==> src/hw/rtl/fccw_pkg.sv <==
// Shared types and constants for the FAT cluster chain cache walker.
// No dependencies; used by every other file of the block.
`timescale 1ns / 1ps
`default_nettype none
package fccw_pkg;

   localparam int CACHE_ENTRIES = 16;
   localparam int SLOT_W = $clog2(CACHE_ENTRIES);
   localparam int CNT_W = $clog2(CACHE_ENTRIES + 1);
   localparam int CL_W = 28;
   localparam int CSR_IDX_W = 3;

   localparam logic [15:0] FAT16_END = 16'hfff8;
   localparam logic [CL_W-1:0] FAT32_MASK = 28'hfffffff;
   localparam logic [CL_W-1:0] FAT32_END = 28'hffffff8;
   localparam logic [12:0] DEFAULT_SECTOR = 13'd512;

   // request command codes
   localparam logic [1:0] CMD_LOOKUP = 2'd0;
   localparam logic [1:0] CMD_WORD = 2'd1;
   localparam logic [1:0] CMD_CLEAR = 2'd2;

   // response kinds
   localparam logic [1:0] KIND_READ = 2'd0;
   localparam logic [1:0] KIND_FOUND = 2'd1;
   localparam logic [1:0] KIND_END = 2'd2;
   localparam logic [1:0] KIND_CLEARED = 2'd3;

   // register indexes
   localparam logic [CSR_IDX_W-1:0] CSR_FAT_IS_32 = 3'd0;
   localparam logic [CSR_IDX_W-1:0] CSR_RESERVED = 3'd1;
   localparam logic [CSR_IDX_W-1:0] CSR_SECTOR_SIZE = 3'd2;
   localparam logic [CSR_IDX_W-1:0] CSR_SPC = 3'd3;
   localparam logic [CSR_IDX_W-1:0] CSR_FIRST_DATA = 3'd4;

   typedef enum logic [3:0] {
      ST_IDLE,
      ST_DISPATCH,
      ST_SCAN,
      ST_CUSED,
      ST_CCHK,
      ST_CMOVE,
      ST_CZERO,
      ST_CEND,
      ST_FILL,
      ST_STARTED,
      ST_DIV,
      ST_MUL,
      ST_EMIT
   } fsm_state_type;

   typedef enum logic [4:0] {
      OP_NONE,
      OP_LATCH,
      OP_SCAN,
      OP_CUSED,
      OP_CCHK,
      OP_CMOVE,
      OP_CZERO,
      OP_RESCAN,
      OP_NOBASE,
      OP_SET_CLR,
      OP_SET_END0,
      OP_START_FC,
      OP_FILL,
      OP_FIN_OK,
      OP_FIN_END,
      OP_ADVANCE,
      OP_DIV_START,
      OP_DIV_STEP,
      OP_MUL,
      OP_EMIT
   } dp_op_type;

   typedef struct packed {
      dp_op_type op;
   } dp_cmd_type;

   typedef struct packed {
      logic [1:0] cmd;
      logic       busy;
      logic       fc_zero;
      logic       idx_ones;
      logic       word_end;
      logic       rem_zero;
      logic       sc_stop;
      logic       sc_hit;
      logic       ptr_last;
      logic       cused_done;
      logic       chk_move;
      logic       removed_nz;
      logic       rescan;
      logic       div_last;
      logic       out_free;
   } dp_status_type;

endpackage
`default_nettype wire

==> src/hw/rtl/fccw_if.sv <==
// Request and response channel interfaces of the cluster chain walker.
// Depends on fccw_pkg for field widths.
`timescale 1ns / 1ps
`default_nettype none
interface fccw_req_if;
   logic                        valid;
   logic                        ready;
   logic [1:0]                  command;
   logic [fccw_pkg::CL_W-1:0]   head_cluster;
   logic [31:0]                 cluster_index;
   logic [31:0]                 fat_entry;
   modport source (output valid, command, head_cluster, cluster_index, fat_entry,
                   input ready);
   modport sink (input valid, command, head_cluster, cluster_index, fat_entry,
                 output ready);
endinterface

interface fccw_rsp_if;
   logic                        valid;
   logic                        ready;
   logic [1:0]                  kind;
   logic [31:0]                 fat_sector;
   logic [11:0]                 fat_offset;
   logic [fccw_pkg::CL_W-1:0]   cluster;
   logic [31:0]                 data_sector;
   logic [4:0]                  removed_count;
   modport source (output valid, kind, fat_sector, fat_offset, cluster, data_sector,
                   removed_count, input ready);
   modport sink (input valid, kind, fat_sector, fat_offset, cluster, data_sector,
                 removed_count, output ready);
endinterface
`default_nettype wire

==> src/hw/rtl/fccw_datapath.sv <==
// Datapath: config registers, cache entries, walk state, divider, multiplier, output register.
// Driven by fccw_ctrl through dp_cmd_type; depends on fccw_pkg.
`timescale 1ns / 1ps
`default_nettype none
module fccw_datapath (
   input  wire logic                              clock,
   input  wire logic                              reset,
   input  wire fccw_pkg::dp_cmd_type              cmd,
   output      fccw_pkg::dp_status_type           status,
   input  wire logic [1:0]                        req_command,
   input  wire logic [fccw_pkg::CL_W-1:0]         req_head_cluster,
   input  wire logic [31:0]                       req_cluster_index,
   input  wire logic [31:0]                       req_fat_entry,
   input  wire logic                              csr_we,
   input  wire logic [fccw_pkg::CSR_IDX_W-1:0]    csr_index,
   input  wire logic [31:0]                       csr_wdata,
   output      logic                              rsp_valid,
   input  wire logic                              rsp_ready,
   output      logic [1:0]                        rsp_kind,
   output      logic [31:0]                       rsp_fat_sector,
   output      logic [11:0]                       rsp_fat_offset,
   output      logic [fccw_pkg::CL_W-1:0]         rsp_cluster,
   output      logic [31:0]                       rsp_data_sector,
   output      logic [4:0]                        rsp_removed_count
);
   localparam int SW = fccw_pkg::SLOT_W;
   localparam int CW = fccw_pkg::CNT_W;
   localparam int CLW = fccw_pkg::CL_W;
   localparam logic [SW-1:0] LAST_SLOT = SW'(fccw_pkg::CACHE_ENTRIES - 1);

   // configuration
   logic        fat32_ff;
   logic [15:0] reserved_ff;
   logic [12:0] ssize_ff;
   logic [7:0]  spc_ff;
   logic [31:0] fds_ff;

   // cache
   logic [CLW-1:0] key_ff [fccw_pkg::CACHE_ENTRIES];
   logic [31:0]    cidx_ff [fccw_pkg::CACHE_ENTRIES];
   logic [31:0]    cnext_ff [fccw_pkg::CACHE_ENTRIES];

   // latched request
   logic [1:0]     cmd_ff;
   logic [CLW-1:0] fc_ff;
   logic [31:0]    idx_ff;
   logic [31:0]    raw_ff;

   // scan / clear bookkeeping
   logic [SW-1:0]  ptr_ff;
   logic [CW-1:0]  used_ff;
   logic [CW-1:0]  removed_ff;
   logic           rescan_ff;
   logic           fill_v_ff;
   logic [SW-1:0]  fill_ff;
   logic           base_v_ff;
   logic [31:0]    base_idx_ff;
   logic [CLW-1:0] base_next_ff;

   // walk
   logic [CLW-1:0] cur_ff;
   logic [CLW-1:0] wres_ff;
   logic [31:0]    wrem_ff;
   logic           slot_v_ff;
   logic [SW-1:0]  slot_ff;
   logic           busy_ff;

   // divider and multiplier
   logic [31:0]    divq_ff;
   logic [12:0]    divr_ff;
   logic [12:0]    divd_ff;
   logic [4:0]     divc_ff;
   logic [31:0]    prod_ff;

   // staged result
   logic [1:0]     res_kind_ff;
   logic [CLW-1:0] res_cl_ff;

   // output register
   logic           rsp_valid_ff;
   logic [1:0]     rsp_kind_ff;
   logic [31:0]    rsp_fsec_ff;
   logic [11:0]    rsp_foff_ff;
   logic [CLW-1:0] rsp_cl_ff;
   logic [31:0]    rsp_dsec_ff;
   logic [4:0]     rsp_rem_ff;

   logic [SW-1:0]  used_m1;
   logic [SW-1:0]  rd_addr;
   logic [CLW-1:0] rd_key;
   logic [31:0]    rd_idx;
   logic [31:0]    rd_next;
   logic           key_match;
   logic           sc_hit;
   logic           sc_stop;
   logic           base_upd;
   logic           chk_match;
   logic           chk_move;
   logic [CLW-1:0] word_val;
   logic           word_end;
   logic [13:0]    trial;
   logic           trial_ge;
   logic           out_free;
   logic [SW-1:0]  fill_slot;

   assign used_m1 = SW'(used_ff - CW'(1));
   assign rd_addr = (cmd.op == fccw_pkg::OP_CMOVE) ? used_m1 : ptr_ff;
   assign rd_key = key_ff[rd_addr];
   assign rd_idx = cidx_ff[rd_addr];
   assign rd_next = cnext_ff[rd_addr];

   assign key_match = (rd_key == fc_ff) && (fc_ff != '0);
   assign sc_stop = (rd_key == '0) || (key_match && rd_idx == idx_ff && rd_next == '0);
   assign sc_hit = key_match && rd_idx == idx_ff && rd_next != '0;
   assign base_upd = key_match && rd_idx != idx_ff && rd_next != '0 && !rd_next[31]
                     && rd_idx < idx_ff && (!base_v_ff || rd_idx > base_idx_ff);
   assign chk_match = key_match;
   assign chk_move = chk_match && ((CW'(ptr_ff) + CW'(1)) < used_ff);

   always_comb begin
      if (fat32_ff) begin
         word_val = raw_ff[CLW-1:0] & fccw_pkg::FAT32_MASK;
         word_end = (word_val == '0) || (word_val >= fccw_pkg::FAT32_END);
      end else begin
         word_val = CLW'(raw_ff[15:0]);
         word_end = (raw_ff[15:0] == '0) || (raw_ff[15:0] >= fccw_pkg::FAT16_END);
      end
   end

   assign trial = {divr_ff, divq_ff[31]};
   assign trial_ge = trial >= {1'b0, divd_ff};
   assign out_free = !rsp_valid_ff || rsp_ready;
   assign fill_slot = fill_v_ff ? fill_ff : '0;

   always_comb begin
      status.cmd = cmd_ff;
      status.busy = busy_ff;
      status.fc_zero = (fc_ff == '0);
      status.idx_ones = (idx_ff == '1);
      status.word_end = word_end;
      status.rem_zero = (wrem_ff == '0);
      status.sc_stop = sc_stop;
      status.sc_hit = sc_hit;
      status.ptr_last = (ptr_ff == LAST_SLOT);
      status.cused_done = (rd_key == '0) || (ptr_ff == LAST_SLOT);
      status.chk_move = chk_move;
      status.removed_nz = (removed_ff != '0);
      status.rescan = rescan_ff;
      status.div_last = (divc_ff == 5'd31);
      status.out_free = out_free;
   end

   // configuration writes
   always_ff @(posedge clock) begin
      if (reset) begin
         fat32_ff <= 1'b0;
         reserved_ff <= 16'd1;
         ssize_ff <= fccw_pkg::DEFAULT_SECTOR;
         spc_ff <= 8'd1;
         fds_ff <= '0;
      end else if (csr_we) begin
         unique case (csr_index)
            fccw_pkg::CSR_FAT_IS_32:   fat32_ff <= csr_wdata[0];
            fccw_pkg::CSR_RESERVED:    reserved_ff <= csr_wdata[15:0];
            fccw_pkg::CSR_SECTOR_SIZE: ssize_ff <= csr_wdata[12:0];
            fccw_pkg::CSR_SPC:         spc_ff <= csr_wdata[7:0];
            fccw_pkg::CSR_FIRST_DATA:  fds_ff <= csr_wdata;
            default: ;
         endcase
      end
   end

   // cache entries, one write address per cycle
   always_ff @(posedge clock) begin
      if (reset) begin
         for (int i = 0; i < fccw_pkg::CACHE_ENTRIES; i++) begin
            key_ff[i] <= '0;
            cidx_ff[i] <= '0;
            cnext_ff[i] <= '0;
         end
      end else begin
         case (cmd.op)
            fccw_pkg::OP_CCHK: begin
               if (chk_match && !chk_move) begin
                  key_ff[ptr_ff] <= '0;
                  cidx_ff[ptr_ff] <= '0;
                  cnext_ff[ptr_ff] <= '0;
               end
            end
            fccw_pkg::OP_CMOVE: begin
               key_ff[ptr_ff] <= rd_key;
               cidx_ff[ptr_ff] <= rd_idx;
               cnext_ff[ptr_ff] <= rd_next;
            end
            fccw_pkg::OP_CZERO: begin
               key_ff[used_m1] <= '0;
               cidx_ff[used_m1] <= '0;
               cnext_ff[used_m1] <= '0;
            end
            fccw_pkg::OP_FILL: begin
               key_ff[fill_slot] <= fc_ff;
               cidx_ff[fill_slot] <= idx_ff;
               cnext_ff[fill_slot] <= '0;
            end
            fccw_pkg::OP_FIN_OK: begin
               if (slot_v_ff) cnext_ff[slot_ff] <= {4'b0000, wres_ff};
            end
            fccw_pkg::OP_FIN_END: begin
               if (slot_v_ff) cnext_ff[slot_ff] <= {4'b1000, wres_ff};
            end
            default: ;
         endcase
      end
   end

   // control state of the datapath
   always_ff @(posedge clock) begin
      if (reset) begin
         busy_ff <= 1'b0;
         slot_v_ff <= 1'b0;
         rsp_valid_ff <= 1'b0;
         ptr_ff <= '0;
         used_ff <= '0;
         removed_ff <= '0;
         rescan_ff <= 1'b0;
         fill_v_ff <= 1'b0;
         base_v_ff <= 1'b0;
         divc_ff <= '0;
      end else begin
         if (rsp_valid_ff && rsp_ready) rsp_valid_ff <= 1'b0;
         case (cmd.op)
            fccw_pkg::OP_LATCH: begin
               ptr_ff <= '0;
               used_ff <= '0;
               removed_ff <= '0;
               rescan_ff <= 1'b0;
               fill_v_ff <= 1'b0;
               base_v_ff <= 1'b0;
            end
            fccw_pkg::OP_SCAN: begin
               if (sc_stop) begin
                  fill_v_ff <= 1'b1;
               end else if (!sc_hit) begin
                  if (base_upd) base_v_ff <= 1'b1;
                  ptr_ff <= ptr_ff + SW'(1);
               end
            end
            fccw_pkg::OP_CUSED: begin
               if (rd_key == '0) begin
                  used_ff <= CW'(ptr_ff);
                  ptr_ff <= '0;
               end else if (ptr_ff == LAST_SLOT) begin
                  used_ff <= CW'(fccw_pkg::CACHE_ENTRIES);
                  ptr_ff <= '0;
               end else begin
                  ptr_ff <= ptr_ff + SW'(1);
               end
            end
            fccw_pkg::OP_CCHK: begin
               if (chk_match) removed_ff <= removed_ff + CW'(1);
               if (!chk_move) begin
                  if (chk_match && CW'(ptr_ff) < used_ff) used_ff <= CW'(ptr_ff);
                  ptr_ff <= ptr_ff + SW'(1);
               end
            end
            fccw_pkg::OP_CZERO: used_ff <= used_ff - CW'(1);
            fccw_pkg::OP_RESCAN: begin
               ptr_ff <= '0;
               rescan_ff <= 1'b1;
               fill_v_ff <= 1'b0;
               base_v_ff <= 1'b0;
            end
            fccw_pkg::OP_NOBASE: begin
               fill_v_ff <= 1'b0;
               base_v_ff <= 1'b0;
            end
            fccw_pkg::OP_START_FC: slot_v_ff <= 1'b0;
            fccw_pkg::OP_FILL: slot_v_ff <= 1'b1;
            fccw_pkg::OP_FIN_OK, fccw_pkg::OP_FIN_END: begin
               busy_ff <= 1'b0;
               slot_v_ff <= 1'b0;
            end
            fccw_pkg::OP_DIV_START: begin
               busy_ff <= 1'b1;
               divc_ff <= '0;
            end
            fccw_pkg::OP_DIV_STEP: divc_ff <= divc_ff + 5'd1;
            fccw_pkg::OP_EMIT: rsp_valid_ff <= 1'b1;
            default: ;
         endcase
      end
   end

   // payload registers
   always_ff @(posedge clock) begin
      case (cmd.op)
         fccw_pkg::OP_LATCH: begin
            cmd_ff <= req_command;
            fc_ff <= req_head_cluster;
            idx_ff <= req_cluster_index;
            raw_ff <= req_fat_entry;
         end
         fccw_pkg::OP_SCAN: begin
            if (sc_stop) begin
               fill_ff <= ptr_ff;
            end else if (sc_hit) begin
               res_cl_ff <= rd_next[CLW-1:0];
               res_kind_ff <= rd_next[31] ? fccw_pkg::KIND_END : fccw_pkg::KIND_FOUND;
            end else if (base_upd) begin
               base_idx_ff <= rd_idx;
               base_next_ff <= rd_next[CLW-1:0];
            end
         end
         fccw_pkg::OP_SET_CLR: res_kind_ff <= fccw_pkg::KIND_CLEARED;
         fccw_pkg::OP_SET_END0: begin
            res_kind_ff <= fccw_pkg::KIND_END;
            res_cl_ff <= '0;
         end
         fccw_pkg::OP_START_FC: begin
            cur_ff <= fc_ff;
            wres_ff <= fc_ff;
            wrem_ff <= idx_ff;
         end
         fccw_pkg::OP_FILL: begin
            slot_ff <= fill_slot;
            if (base_v_ff) begin
               cur_ff <= base_next_ff;
               wres_ff <= base_next_ff;
               wrem_ff <= idx_ff - base_idx_ff;
            end else begin
               cur_ff <= fc_ff;
               wres_ff <= fc_ff;
               wrem_ff <= idx_ff;
            end
         end
         fccw_pkg::OP_ADVANCE: begin
            cur_ff <= word_val;
            wres_ff <= word_val;
            wrem_ff <= wrem_ff - 32'd1;
         end
         fccw_pkg::OP_FIN_OK: begin
            res_kind_ff <= fccw_pkg::KIND_FOUND;
            res_cl_ff <= wres_ff;
         end
         fccw_pkg::OP_FIN_END: begin
            res_kind_ff <= fccw_pkg::KIND_END;
            res_cl_ff <= wres_ff;
         end
         fccw_pkg::OP_DIV_START: begin
            divq_ff <= fat32_ff ? {2'b00, cur_ff, 2'b00} : {3'b000, cur_ff, 1'b0};
            divr_ff <= '0;
            divd_ff <= (ssize_ff == '0) ? fccw_pkg::DEFAULT_SECTOR : ssize_ff;
         end
         fccw_pkg::OP_DIV_STEP: begin
            // restoring division, one quotient bit a cycle
            divr_ff <= trial_ge ? 13'(trial - {1'b0, divd_ff}) : trial[12:0];
            divq_ff <= {divq_ff[30:0], trial_ge};
            if (divc_ff == 5'd31) res_kind_ff <= fccw_pkg::KIND_READ;
         end
         fccw_pkg::OP_MUL: prod_ff <= 32'(({4'b0000, res_cl_ff} - 32'd2) * spc_ff);
         fccw_pkg::OP_EMIT: begin
            rsp_kind_ff <= res_kind_ff;
            rsp_fsec_ff <= (res_kind_ff == fccw_pkg::KIND_READ)
                           ? 32'(reserved_ff) + divq_ff : '0;
            rsp_foff_ff <= (res_kind_ff == fccw_pkg::KIND_READ) ? divr_ff[11:0] : '0;
            rsp_cl_ff <= (res_kind_ff == fccw_pkg::KIND_FOUND ||
                          res_kind_ff == fccw_pkg::KIND_END) ? res_cl_ff : '0;
            rsp_dsec_ff <= (res_kind_ff == fccw_pkg::KIND_FOUND) ? prod_ff + fds_ff : '0;
            rsp_rem_ff <= (res_kind_ff == fccw_pkg::KIND_CLEARED) ? 5'(removed_ff) : '0;
         end
         default: ;
      endcase
   end

   assign rsp_valid = rsp_valid_ff;
   assign rsp_kind = rsp_kind_ff;
   assign rsp_fat_sector = rsp_fsec_ff;
   assign rsp_fat_offset = rsp_foff_ff;
   assign rsp_cluster = rsp_cl_ff;
   assign rsp_data_sector = rsp_dsec_ff;
   assign rsp_removed_count = rsp_rem_ff;

`ifndef NO_ASSERTIONS
   a_emit_free: assert property (@(posedge clock) disable iff (reset)
      cmd.op == fccw_pkg::OP_EMIT |-> out_free)
      else $error("response loaded while previous one still held");
   a_used_bound: assert property (@(posedge clock) disable iff (reset)
      used_ff <= CW'(fccw_pkg::CACHE_ENTRIES))
      else $error("used count beyond cache size");
   a_move_nonempty: assert property (@(posedge clock) disable iff (reset)
      cmd.op == fccw_pkg::OP_CMOVE |-> used_ff != '0)
      else $error("entry move with empty cache");
   a_fill_walk: assert property (@(posedge clock) disable iff (reset)
      cmd.op == fccw_pkg::OP_FILL |=> slot_v_ff && !busy_ff)
      else $error("walk slot not armed after fill");
`endif
endmodule
`default_nettype wire

==> src/hw/rtl/fccw_ctrl.sv <==
// Controller state machine of the cluster chain walker; issues at most one datapath op per cycle.
// Depends on fccw_pkg.
`timescale 1ns / 1ps
`default_nettype none
module fccw_ctrl (
   input  wire logic                    clock,
   input  wire logic                    reset,
   input  wire logic                    req_valid,
   output      logic                    req_ready,
   input  wire fccw_pkg::dp_status_type status,
   output      fccw_pkg::dp_cmd_type    cmd
);
   fccw_pkg::fsm_state_type state_ff, state_in;
   logic busy_cmd;

   assign busy_cmd = status.cmd == fccw_pkg::CMD_LOOKUP || status.cmd == fccw_pkg::CMD_CLEAR;

   always_ff @(posedge clock) begin
      if (reset) begin
         state_ff <= fccw_pkg::ST_IDLE;
      end else begin
         state_ff <= state_in;
      end
   end

   always_comb begin
      state_in = state_ff;
      unique case (state_ff)
         fccw_pkg::ST_IDLE: if (req_valid) state_in = fccw_pkg::ST_DISPATCH;
         fccw_pkg::ST_DISPATCH: begin
            if (status.cmd == fccw_pkg::CMD_WORD && status.busy) begin
               state_in = status.word_end ? fccw_pkg::ST_EMIT : fccw_pkg::ST_STARTED;
            end else if (busy_cmd && status.busy) begin
               state_in = fccw_pkg::ST_DIV;
            end else if (status.cmd == fccw_pkg::CMD_CLEAR) begin
               state_in = fccw_pkg::ST_CUSED;
            end else if (status.cmd == fccw_pkg::CMD_LOOKUP) begin
               if (status.fc_zero) state_in = fccw_pkg::ST_EMIT;
               else if (status.idx_ones) state_in = fccw_pkg::ST_STARTED;
               else state_in = fccw_pkg::ST_SCAN;
            end else begin
               state_in = fccw_pkg::ST_IDLE;
            end
         end
         fccw_pkg::ST_SCAN: begin
            if (status.sc_stop) state_in = fccw_pkg::ST_FILL;
            else if (status.sc_hit) state_in = status.rescan ? fccw_pkg::ST_FILL
                                                               : fccw_pkg::ST_MUL;
            else if (status.ptr_last) state_in = status.rescan ? fccw_pkg::ST_FILL
                                                                : fccw_pkg::ST_CUSED;
         end
         fccw_pkg::ST_CUSED: if (status.cused_done) state_in = fccw_pkg::ST_CCHK;
         fccw_pkg::ST_CCHK: begin
            if (status.chk_move) state_in = fccw_pkg::ST_CMOVE;
            else if (status.ptr_last) state_in = fccw_pkg::ST_CEND;
         end
         fccw_pkg::ST_CMOVE: state_in = fccw_pkg::ST_CZERO;
         fccw_pkg::ST_CZERO: state_in = fccw_pkg::ST_CCHK;
         fccw_pkg::ST_CEND: begin
            if (status.cmd == fccw_pkg::CMD_LOOKUP)
               state_in = status.removed_nz ? fccw_pkg::ST_SCAN : fccw_pkg::ST_FILL;
            else
               state_in = fccw_pkg::ST_EMIT;
         end
         fccw_pkg::ST_FILL: state_in = fccw_pkg::ST_STARTED;
         fccw_pkg::ST_STARTED: state_in = status.rem_zero ? fccw_pkg::ST_MUL
                                                         : fccw_pkg::ST_DIV;
         fccw_pkg::ST_DIV: if (status.div_last) state_in = fccw_pkg::ST_EMIT;
         fccw_pkg::ST_MUL: state_in = fccw_pkg::ST_EMIT;
         fccw_pkg::ST_EMIT: if (status.out_free) state_in = fccw_pkg::ST_IDLE;
         default: state_in = fccw_pkg::ST_IDLE;
      endcase
   end

   always_comb begin
      req_ready = 1'b0;
      cmd.op = fccw_pkg::OP_NONE;
      unique case (state_ff)
         fccw_pkg::ST_IDLE: begin
            req_ready = 1'b1;
            if (req_valid) cmd.op = fccw_pkg::OP_LATCH;
         end
         fccw_pkg::ST_DISPATCH: begin
            if (status.cmd == fccw_pkg::CMD_WORD && status.busy)
               cmd.op = status.word_end ? fccw_pkg::OP_FIN_END : fccw_pkg::OP_ADVANCE;
            else if (busy_cmd && status.busy)
               cmd.op = fccw_pkg::OP_DIV_START;
            else if (status.cmd == fccw_pkg::CMD_LOOKUP && status.fc_zero)
               cmd.op = fccw_pkg::OP_SET_END0;
            else if (status.cmd == fccw_pkg::CMD_LOOKUP && status.idx_ones)
               cmd.op = fccw_pkg::OP_START_FC;
         end
         fccw_pkg::ST_SCAN: cmd.op = fccw_pkg::OP_SCAN;
         fccw_pkg::ST_CUSED: cmd.op = fccw_pkg::OP_CUSED;
         fccw_pkg::ST_CCHK: cmd.op = fccw_pkg::OP_CCHK;
         fccw_pkg::ST_CMOVE: cmd.op = fccw_pkg::OP_CMOVE;
         fccw_pkg::ST_CZERO: cmd.op = fccw_pkg::OP_CZERO;
         fccw_pkg::ST_CEND: begin
            if (status.cmd == fccw_pkg::CMD_LOOKUP)
               cmd.op = status.removed_nz ? fccw_pkg::OP_RESCAN : fccw_pkg::OP_NOBASE;
            else
               cmd.op = fccw_pkg::OP_SET_CLR;
         end
         fccw_pkg::ST_FILL: cmd.op = fccw_pkg::OP_FILL;
         fccw_pkg::ST_STARTED: cmd.op = status.rem_zero ? fccw_pkg::OP_FIN_OK
                                                       : fccw_pkg::OP_DIV_START;
         fccw_pkg::ST_DIV: cmd.op = fccw_pkg::OP_DIV_STEP;
         fccw_pkg::ST_MUL: cmd.op = fccw_pkg::OP_MUL;
         fccw_pkg::ST_EMIT: if (status.out_free) cmd.op = fccw_pkg::OP_EMIT;
         default: ;
      endcase
   end
endmodule
`default_nettype wire

==> src/hw/rtl/fat_cluster_chain_cache_walker_top.sv <==
// Top level of the FAT16/FAT32 cluster chain walker with lookup cache.
// Depends on fccw_pkg, fccw_if, fccw_ctrl and fccw_datapath.
//
//   port      dir   carries
//   req_bus   in    command, head_cluster, cluster_index, fat_entry
//   rsp_bus   out   kind, fat_sector, fat_offset, cluster, data_sector, removed_count
//   csr_*     in    register writes, index 0..4
//
// One request at a time. A cache hit steps through accept, dispatch, the scan of the
// cache entries, multiply and emit; a FAT word that leads to the next read request
// passes the bit-serial sector divider. A full cache adds a clear pass and, if
// entries were removed, a rescan.
// Reset is synchronous and empties the cache. A stalled response holds the block
// in its emit state; the next request is taken once the response register frees.
`timescale 1ns / 1ps
`default_nettype none
module fat_cluster_chain_cache_walker_top (
   input  wire logic                              clock,
   input  wire logic                              reset,
   fccw_req_if.sink                               req_bus,
   fccw_rsp_if.source                             rsp_bus,
   input  wire logic                              csr_we,
   input  wire logic [fccw_pkg::CSR_IDX_W-1:0]    csr_index,
   input  wire logic [31:0]                       csr_wdata
);
   fccw_pkg::dp_cmd_type    dp_cmd;
   fccw_pkg::dp_status_type dp_status;

   fccw_ctrl u_ctrl (
      .clock     (clock),
      .reset     (reset),
      .req_valid (req_bus.valid),
      .req_ready (req_bus.ready),
      .status    (dp_status),
      .cmd       (dp_cmd)
   );

   fccw_datapath u_dp (
      .clock             (clock),
      .reset             (reset),
      .cmd               (dp_cmd),
      .status            (dp_status),
      .req_command       (req_bus.command),
      .req_head_cluster  (req_bus.head_cluster),
      .req_cluster_index (req_bus.cluster_index),
      .req_fat_entry     (req_bus.fat_entry),
      .csr_we            (csr_we),
      .csr_index         (csr_index),
      .csr_wdata         (csr_wdata),
      .rsp_valid         (rsp_bus.valid),
      .rsp_ready         (rsp_bus.ready),
      .rsp_kind          (rsp_bus.kind),
      .rsp_fat_sector    (rsp_bus.fat_sector),
      .rsp_fat_offset    (rsp_bus.fat_offset),
      .rsp_cluster       (rsp_bus.cluster),
      .rsp_data_sector   (rsp_bus.data_sector),
      .rsp_removed_count (rsp_bus.removed_count)
   );
endmodule
`default_nettype wire
==> src/flat_wrapper.sv <==
// flat-port wrapper written by rule: the top's interface ports become plain ports
module fat_cluster_chain_cache_walker_top_flat 
  (clock, reset, csr_we, csr_index, csr_wdata, req_bus_valid, req_bus_command, req_bus_head_cluster, req_bus_cluster_index, req_bus_fat_entry, req_bus_ready, rsp_bus_valid, rsp_bus_kind, rsp_bus_fat_sector, rsp_bus_fat_offset, rsp_bus_cluster, rsp_bus_data_sector, rsp_bus_removed_count, rsp_bus_ready);
  fccw_req_if req_bus_i ();
  fccw_rsp_if rsp_bus_i ();
  input  wire logic clock;
  input  wire logic reset;
  input  wire logic csr_we;
  input  wire logic [fccw_pkg::CSR_IDX_W-1:0] csr_index;
  input  wire logic [31:0] csr_wdata;
  input wire logic [$bits(req_bus_i.valid)-1:0] req_bus_valid;
  input wire logic [$bits(req_bus_i.command)-1:0] req_bus_command;
  input wire logic [$bits(req_bus_i.head_cluster)-1:0] req_bus_head_cluster;
  input wire logic [$bits(req_bus_i.cluster_index)-1:0] req_bus_cluster_index;
  input wire logic [$bits(req_bus_i.fat_entry)-1:0] req_bus_fat_entry;
  output wire logic [$bits(req_bus_i.ready)-1:0] req_bus_ready;
  output wire logic [$bits(rsp_bus_i.valid)-1:0] rsp_bus_valid;
  output wire logic [$bits(rsp_bus_i.kind)-1:0] rsp_bus_kind;
  output wire logic [$bits(rsp_bus_i.fat_sector)-1:0] rsp_bus_fat_sector;
  output wire logic [$bits(rsp_bus_i.fat_offset)-1:0] rsp_bus_fat_offset;
  output wire logic [$bits(rsp_bus_i.cluster)-1:0] rsp_bus_cluster;
  output wire logic [$bits(rsp_bus_i.data_sector)-1:0] rsp_bus_data_sector;
  output wire logic [$bits(rsp_bus_i.removed_count)-1:0] rsp_bus_removed_count;
  input wire logic [$bits(rsp_bus_i.ready)-1:0] rsp_bus_ready;
  assign req_bus_i.valid = req_bus_valid;
  assign req_bus_i.command = req_bus_command;
  assign req_bus_i.head_cluster = req_bus_head_cluster;
  assign req_bus_i.cluster_index = req_bus_cluster_index;
  assign req_bus_i.fat_entry = req_bus_fat_entry;
  assign req_bus_ready = req_bus_i.ready;
  assign rsp_bus_valid = rsp_bus_i.valid;
  assign rsp_bus_kind = rsp_bus_i.kind;
  assign rsp_bus_fat_sector = rsp_bus_i.fat_sector;
  assign rsp_bus_fat_offset = rsp_bus_i.fat_offset;
  assign rsp_bus_cluster = rsp_bus_i.cluster;
  assign rsp_bus_data_sector = rsp_bus_i.data_sector;
  assign rsp_bus_removed_count = rsp_bus_i.removed_count;
  assign rsp_bus_i.ready = rsp_bus_ready;
  fat_cluster_chain_cache_walker_top u_core (.clock(clock), .reset(reset), .req_bus(req_bus_i), .rsp_bus(rsp_bus_i), .csr_we(csr_we), .csr_index(csr_index), .csr_wdata(csr_wdata));
endmodule
==> config.mk <==
export PLATFORM = sky130hd
export DESIGN_NAME = fat_cluster_chain_cache_walker_top_flat
export DESIGN_NICKNAME = d
export VERILOG_FILES = /design/src/hw/rtl/fccw_pkg.sv /design/src/hw/rtl/fccw_if.sv /design/src/hw/rtl/fccw_datapath.sv /design/src/hw/rtl/fccw_ctrl.sv /design/src/hw/rtl/fat_cluster_chain_cache_walker_top.sv /design/src/flat_wrapper.sv
export SDC_FILE = /design/constraint.sdc
export NUM_CORES = 2
export LEC_CHECK = 0
export ABC_AREA = 1
export BUFFER_PORTS_ARGS = -buffer_cell sky130_fd_sc_hd__buf_2
export CORE_ASPECT_RATIO = 0.5
export CORE_MARGIN = 1
export CORE_UTILIZATION = 55
export CTS_CLUSTER_DIAMETER = 50
export DETAILED_ROUTE_END_ITERATION = 6
export PLACE_DENSITY = 0.71
export SLEW_MARGIN = 20
export SYNTH_ARGS = -nofsm -noshare
export SYNTH_HDL_FRONTEND = slang
export SYNTH_SLANG_ARGS = --single-unit
==> constraint.sdc <==
create_clock -name clock -period 8.4 [get_ports clock]
set_clock_uncertainty 0.2 [all_clocks]
set_input_delay 0.84 -clock clock [delete_from_list [all_inputs] [get_ports clock]]
set_output_delay 0.84 -clock clock [all_outputs]
set_load 0.02 [all_outputs]
After elaboration in Yosys (flattened, before gate mapping)
Memories as Yosys holds them, arrays and structs flattened.
Index checks and enable logic that the tools add are counted.
{"block": "word_totals", "register_bits": 548, "ram_bits": 1472, "in_bits": 134, "out_inout_bits": 113, "wordCells": 348, "memories": 3}
{"name": "u_core.u_dp.cidx_ff", "words": 16, "word_bits": 32, "rd": 1, "rd_ports_with_merged_regs": 0, "write_ports": 16, "line": "fccw_datapath.sv:40", "source": "logic [31:0] cidx_ff [fccw_pkg::CACHE_ENTRIES];"}
{"name": "u_core.u_dp.cnext_ff", "words": 16, "word_bits": 32, "rd": 1, "rd_ports_with_merged_regs": 0, "write_ports": 16, "line": "fccw_datapath.sv:41", "source": "logic [31:0] cnext_ff [fccw_pkg::CACHE_ENTRIES];"}
{"name": "u_core.u_dp.key_ff", "words": 16, "word_bits": 28, "rd": 1, "rd_ports_with_merged_regs": 0, "write_ports": 16, "line": "fccw_datapath.sv:39", "source": "logic [CLW-1:0] key_ff [fccw_pkg::CACHE_ENTRIES];"}
{"block": "classes", "addsub": 11, "multipliers": 1, "magnitude_cmp": 7, "n_eq_ne": 62, "n_mux": 135, "bitwise_logic": 6, "reduce_logical": 85}
{"cell": "$mux W32", "count": 11}
{"cell": "$mux W28", "count": 8}
{"cell": "$reduce_or A32 Y1", "count": 7}
{"cell": "$pmux W28 S3", "count": 2}
{"cell": "$mux W4", "count": 39}
{"cell": "$pmux W32 S3", "count": 1}
{"cell": "$logic_not A28 Y1", "count": 3}
{"cell": "$reduce_or A28 Y1", "count": 3}
{"cell": "$pmux W5 S13", "count": 1}
{"cell": "$logic_not A32 Y1", "count": 2}
{"cell": "$pmux W32 S2", "count": 1}
{"cell": "$pmux W4 S13", "count": 1}
{"cell": "$mux W5", "count": 9}
{"cell": "$mux W1", "count": 43}
{"cell": "$eq A5 B4 Y1 const B", "count": 8}
{"cell": "$add A16 B32 Y32", "count": 1}
{"cell": "$add A32 B32 Y32", "count": 1}
{"cell": "$eq A32 B32 Y1", "count": 1}
{"cell": "$eq A32 B32 Y1 const B", "count": 1}
{"cell": "$gt A32 B32 Y1", "count": 1}
{"cell": "$lt A32 B32 Y1", "count": 1}
{"cell": "$mul A32 B8 Y32", "count": 1}
{"cell": "$ne A32 B32 Y1", "count": 1}
{"cell": "$reduce_bool A32 Y1", "count": 1}
{"cell": "other kinds (62)", "count": 159}

Depth between registers and ports, before layout
An unclocked memory read counts as a cell.
{"block": "depth", "ltp_word": 25, "depth_mapped": 34, "ltp_nobuf": 29}

Hierarchy
Synthesis repeated with hierarchy kept, for this count alone.
{"block": "hier_totals", "hier_cells": 10760, "hier_area_um2": 103214.0}
{"mod": "fccw_datapath", "n_inst": 1, "cells_per_inst": 10624, "area_per_inst_um2": 102518.3, "seq_area_each_um2": 59587.1}
{"mod": "fccw_ctrl", "n_inst": 1, "cells_per_inst": 136, "area_per_inst_um2": 695.7, "seq_area_each_um2": 80.1}

Least setup slack after synthesis
OpenSTA, ideal clock, no wires.
{"block": "synth_timing", "path_type": "register -> register", "from": "register u_core.u_dp.used_ff[0]", "to": "register u_core.u_dp.base_idx_ff[0] (enable)", "setup_ns": 0.478, "arrival_ns": 6.580, "required_ns": 7.722, "path_slack_ns": 1.142, "stages_incl_launch_ff": 30, "n_path_buf": 6, "period_less_slack_ns": 7.258, "path_cell_list": "dfxtp_1 inv_2 ha_1 o21ai_4 buf_2 buf_2 buf_2 buf_2 clkbuf_1 clkbuf_1 nand3_1 nand3_1 nand3_1 nand2_1 inv_1 ha_1 nand2_1 inv_1 nand3_1 nor2_1 inv_1 nor4_1 o21ai_0 nand3_1 nand2_1 nand2_1 nand4_1 nor2_1 nand2_1 nor2_1"}
{"block": "synth_via", "elab_cells_between_ends": 28, "classes_between": "add/sub: 1; order compare: 2; eq/ne: 3; mux: 1; bitwise: 2; reduce/logical: 16; memory: 3"}
{"item": "start: declaration", "line": "fccw_datapath.sv:51", "source": "logic [CW-1:0] used_ff;"}
{"item": "start signal: assignment", "line": "fccw_datapath.sv:250", "source": "used_ff <= CW'(ptr_ff);"}
{"item": "start signal: assignment", "line": "fccw_datapath.sv:253", "source": "used_ff <= CW'(fccw_pkg::CACHE_ENTRIES);"}
{"item": "start signal: assignment", "line": "fccw_datapath.sv:262", "source": "if (chk_match && CW'(ptr_ff) < used_ff) used_ff <= CW'(ptr_ff);"}
{"item": "$sub A5 B1 Y5 *", "line": "fccw_datapath.sv:106", "source": "assign used_m1 = SW'(used_ff - CW'(1));"}
{"item": "$mux W4 *", "line": "fccw_datapath.sv:107", "source": "assign rd_addr = (cmd.op == fccw_pkg::OP_CMOVE) ? used_m1 : ptr_ff;"}
{"item": "$mem_v2 Z16 W32 *"}
{"item": "via u_core.u_dp.rd_idx[31]", "line": "fccw_datapath.sv:91", "source": "logic [31:0] rd_idx;"}
{"item": "parallel branches: the longest is 6 deep, another holds $lt A32 B32 Y1"}
{"item": "$reduce_and A4 Y1 (no source line) *"}
{"item": "end signal: assignment", "line": "fccw_datapath.sv:310", "source": "base_idx_ff <= rd_idx;"}
{"item": "end: declaration", "line": "fccw_datapath.sv:57", "source": "logic [31:0] base_idx_ff;"}
Mark *: on every way through the listed nets, which the timed path passes.
A chain may end at the register's enable or synchronous reset.

Worst setup path after layout
{"block": "layout_timing", "from": "register u_core.u_dp.res_cl_ff[1]", "to": "register u_core.u_dp.prod_ff[28], data pin"}
{"block": "layout_via", "elab_chain_len": 2}
{"item": "start: declaration", "line": "fccw_datapath.sv:77", "source": "logic [CLW-1:0] res_cl_ff;"}
{"item": "start signal: assignment", "line": "fccw_datapath.sv:307", "source": "res_cl_ff <= rd_next[CLW-1:0];"}
{"item": "start signal: assignment", "line": "fccw_datapath.sv:343", "source": "res_cl_ff <= wres_ff;"}
{"item": "start signal: assignment", "line": "fccw_datapath.sv:347", "source": "res_cl_ff <= wres_ff;"}
{"item": "$sub A28 B2 Y29", "line": "fccw_datapath.sv:360", "source": "fccw_pkg::OP_MUL: prod_ff <= 32'(({4'b0000, res_cl_ff} - 32'd2) * spc_ff);"}
{"item": "$mul A32 B8 Y32", "line": "fccw_datapath.sv:360"}
{"item": "end signal: assignment", "line": "fccw_datapath.sv:360"}
{"item": "end: declaration", "line": "fccw_datapath.sv:73", "source": "logic [31:0] prod_ff;"}
No other way between the ends.

==> summary.txt <==
Power
  • Combinational fraction of design power: 35.9%
  • Clock share of power: 26.2%
  • Leakage: 42.19 nW
  • Total Power: 31.29 mW
  • Power per cell area: 276.1 nW/um2
  • Reg power frac: 37.9%
  • Worst VDD drop: 0.0002691 V
  • Net Sw Power: 12.30 mW
  • P_int: 18.98 mW
  • Net Sw Frac: 39.32%

Timing
  • Max-slew headroom: 15.80%
  • Tmin final: 7.295 ns
  • Fin crit share: 86.84%
  • RSZ-0062 raised after global routing: no
  • Worst-Margin Slew: 1.253 ns
  • TNS Setup: 0 ns
  • Setup Viol. Count Final: 0
  • Max Slew Vio Count: 0
  • Fin. Hold Viols: 0
  • FMAX: 137.1 MHz

Logic synthesis
  • Seq/Total Area, Yosys: 57.88%
  • Cell taking the most area after synthesis: edfxtp_1
  • Synth Flop Type: edfxtp_1
  • Mapped Cells: 10830
  • Mean area per synthesized cell: 9.521 um2
  • Synth unique cells: 62
  • Top post-synthesis cells by area: edfxtp_1 (56%), nor2_1 (7.6%), nand2_1 (7.0%)
  • Share of the synthesized area in the top cell type: 55.96%
  • Syn Nets: 11340
  • #FFs+latches synth: 2020
  • Most instantiated library cell after synthesis: nor2_1
  • Post-synth ARST share: 0%
  • Synthesized area: 103100 um2
  • Synth warn: 0
  • Synth top cells by count: nor2_1 (2075), nand2_1 (1930), edfxtp_1 (1921)
  • Post-synth EDFFs: 1921

Floorplan
  • Initial Util: 55.81%
  • Ports: 247
  • Die width: 614.3 um
  • DIE AREA: 189300 um2
  • Die height: 308.1 um
  • Std cell rows: 111
  • Core area: 184700 um2

Clocking
  • Setup Fix Bufs, Post-CTS: 0
  • Resized Gates After CTS: 0
  • Skew-Pair Late Insertion Delay: 0.86 ns
  • Hold-fix buffers, CTS: 83
  • Clk root buf: clkbuf_16
  • Total CTS buffers: 186
  • CTS tree: yes
  • H-tree depth: 4
  • CTS Sinks: 2020
  • Clk slew on worst S/H paths: 0.06 ns
  • Clock Path Buffers: 4

Route
  • DRT Pass-1 Iters: 7
  • DR DRC count: 4
  • Post-route antenna net violation count: 0
  • Routed WL per cell: 24.50 um
  • Initial drt markers: 11610
  • DR vias/cell: 6.089
  • Routed wire length: 329700 um
  • DR vias: 81950

Worst setup path
  • R2R Path Start: u_core.u_dp.res_cl_ff[1]
  • Worst endpoint data arrival time: 7.67 ns
  • Critical setup path kind: register to register
  • Reg2Reg Depth: 28
  • Crit end category: register
  • CP Max Fanout: 8
  • RR Endpoint: u_core.u_dp.prod_ff[28]
  • FF-to-FF setup slack: 1.11 ns
  • Slowest cell on crit path: fa_1
  • WP data required: 8.77 ns
  • Slowest stage delay, CP: 0.55 ns
  • Startpoint Class: register
  • Delay-heaviest family, CP: adder cells
  • Buffers plus inverters on the worst setup path: 6
  • CP most frequent cell: inv_1

Placement
  • Port Buffer Count: 242
  • Dpl cells: 13040
  • Routability cong.: 0.9919
  • Detail Placement HPWL: 202200 um

Layout
  • Synth-to-Final Area Change: 9.913%
  • Share of layout cells above drive strength 1: 7.703%
  • Final non-filler cell total: 13460
  • FILL cells: 15140
  • NumNets Final: 11340
  • Final core utilization: 61.34%

GRT
  • Largest net degree at the start of global routing: 170
  • Initial antenna violation count: 9
  • Number of global-route vias before repair: 76540
  • Total track usage: 34.16%
  • First-pass GRT wire length: 483600 um
  • Total gr overflow: 0

Run status
  • Status: finished with violations
  • Failing checks: DRC

Min path
  • Worst hold-check path type: input pin to register
  • Hold path cells: 1
  • Worst Hold Launch: req_bus_head_cluster[14]
  • Hold path endpoint: u_core.u_dp.fc_ff[14]

Flow run
  • Number of max-cap violations: 0
how the worst max path moves through the flow:
stage / from / endpoint / slack (ns) / depth (start not counted)
after floorplan: u_core.u_dp.used_ff[0] / u_core.u_dp.base_idx_ff[0] / 1.14 / 29
after global routing: u_core.u_dp.res_cl_ff[1] / u_core.u_dp.prod_ff[28] / 0.59 / 28
after global placement: u_core.u_dp.res_cl_ff[1] / u_core.u_dp.prod_ff[28] / 1.20 / 28
after CTS: u_core.u_dp.res_cl_ff[1] / u_core.u_dp.prod_ff[28] / 1.16 / 28
after detailed placement: u_core.u_dp.res_cl_ff[1] / u_core.u_dp.prod_ff[28] / 1.19 / 28
final: u_core.u_dp.res_cl_ff[1] / u_core.u_dp.prod_ff[28] / 1.11 / 28
flip-flops by register name, summed over array words and instances (netlist names), 32 cells and up:
register / count
u_core.u_dp.rsp_fat_sector: 32
u_core.u_dp.key_ff: 448
u_core.u_dp.base_idx_ff: 32
u_core.u_dp.rsp_data_sector: 32
u_core.u_dp.wrem_ff: 32
u_core.u_dp.cnext_ff: 512
u_core.u_dp.fds_ff: 32
u_core.u_dp.divq_ff: 32
u_core.u_dp.prod_ff: 32
u_core.u_dp.cidx_ff: 512
u_core.u_dp.idx_ff: 32
cell type report:
class | count | area [um2] | area share, %
flip-flops and latches | 2020 | 59670 | 52.66
multi-input cells | 7219 | 37570 | 33.16
clock buffers | 235 | 4933 | 4.354
repair buffers | 496 | 3913 | 3.453
inverters | 907 | 3425 | 3.022
well taps | 2486 | 3110 | 2.745
clock inverters | 93 | 681.9 | 0.6018
diodes | 3 | 7.507 | 0.006626
cell families (layout without fill, tap and decap cells):
group / count (synthesis) / after routing / synth area share [%]
AOI/OAI and AO/OA: 1414 / 1414 / 8.070
adders and majority gates: 374 / 374 / 5.705
other: 0 / 3 / 0
DFF: 2020 / 2020 / 57.88
buffers and inverters: 1588 / 1731 / 6.097
xor gates and xnor gates: 99 / 99 / 0.8411
and+or+nand+nor: 5332 / 5332 / 21.41
stage by stage:
step	hold WS (ns)	area, um2	setup WS [ns]
6_report	0.04681	113300	1.105
5_1_grt	0.01698	113300	0.5856
4_1_cts	0.02414	113300	1.158
3_5_place_dp	0.2161	106800	1.186
3_3_place_gp	0.2145	106800	1.196
2_1_floorplan	0.2348	103100	1.142
cells in the final DEF, fill, tap and decap left out, types with 19 or more instances in the layout:
master         instances
edfxtp_1            1921
nor2_2                47
nand2_2               21
clkbuf_16            190
clkinv_2              19
xor2_1                60
a31oi_1               23
o22ai_1               61
buf_2                242
nor2_1              2070
dfxtp_1               99
o21bai_1              39
nand2_1             1883
or2_2                 23
a21oi_1              295
nand2_4               32
dlygate4sd3_1         83
buf_12                45
buf_4                124
o21a_1                20
fa_1                 160
clkinv_1              50
o221ai_1              68
o211ai_1             200
nand3_1             1053
nor3_1                47
nand4_1               84
nor4_1                21
clkbuf_1              44
xnor2_1               39
inv_1                878
ha_1                 214
o21ai_0              634
worst register-to-register path: cells and delay by family (launching register included):
kind | cells | cell delay, ns
flip-flops | 1 | 0.53
AND/OR/NAND/NOR | 6 | 0.87
XOR/XNOR | 1 | 0.14
AO/OA/AOI/OAI | 9 | 2.22
buffers and inverters | 6 | 0.58
adder cells (fa/ha/maj) | 6 | 2.51
metal layers:
| layer | track usage, % | wire length (um) | up-vias |
|---|---|---|---|
| met1 | 46.75 | 125400 | 39110 |
| li1 | - | - | 36630 |
| met2 | 52.57 | 145200 | 5344 |
| met5 | 0 | 45 | - |
| met4 | 16.22 | 17060 | 8 |
| met3 | 7.054 | 41990 | 860 |
power by group through the flow:
stage | logic [mW] | registers [mW] | clock network (mW)
after CTS | 10.9 | 11.8 | 8.20
after detailed placement | 10.8 | 12.1 | 0
after global placement | 10.7 | 12.1 | 0
after global routing | 12.1 | 11.9 | 8.59
final | 11.2 | 11.9 | 8.20
after floorplan | 6.96 | 12.0 | 0
(Power assumes the default switching activity.)
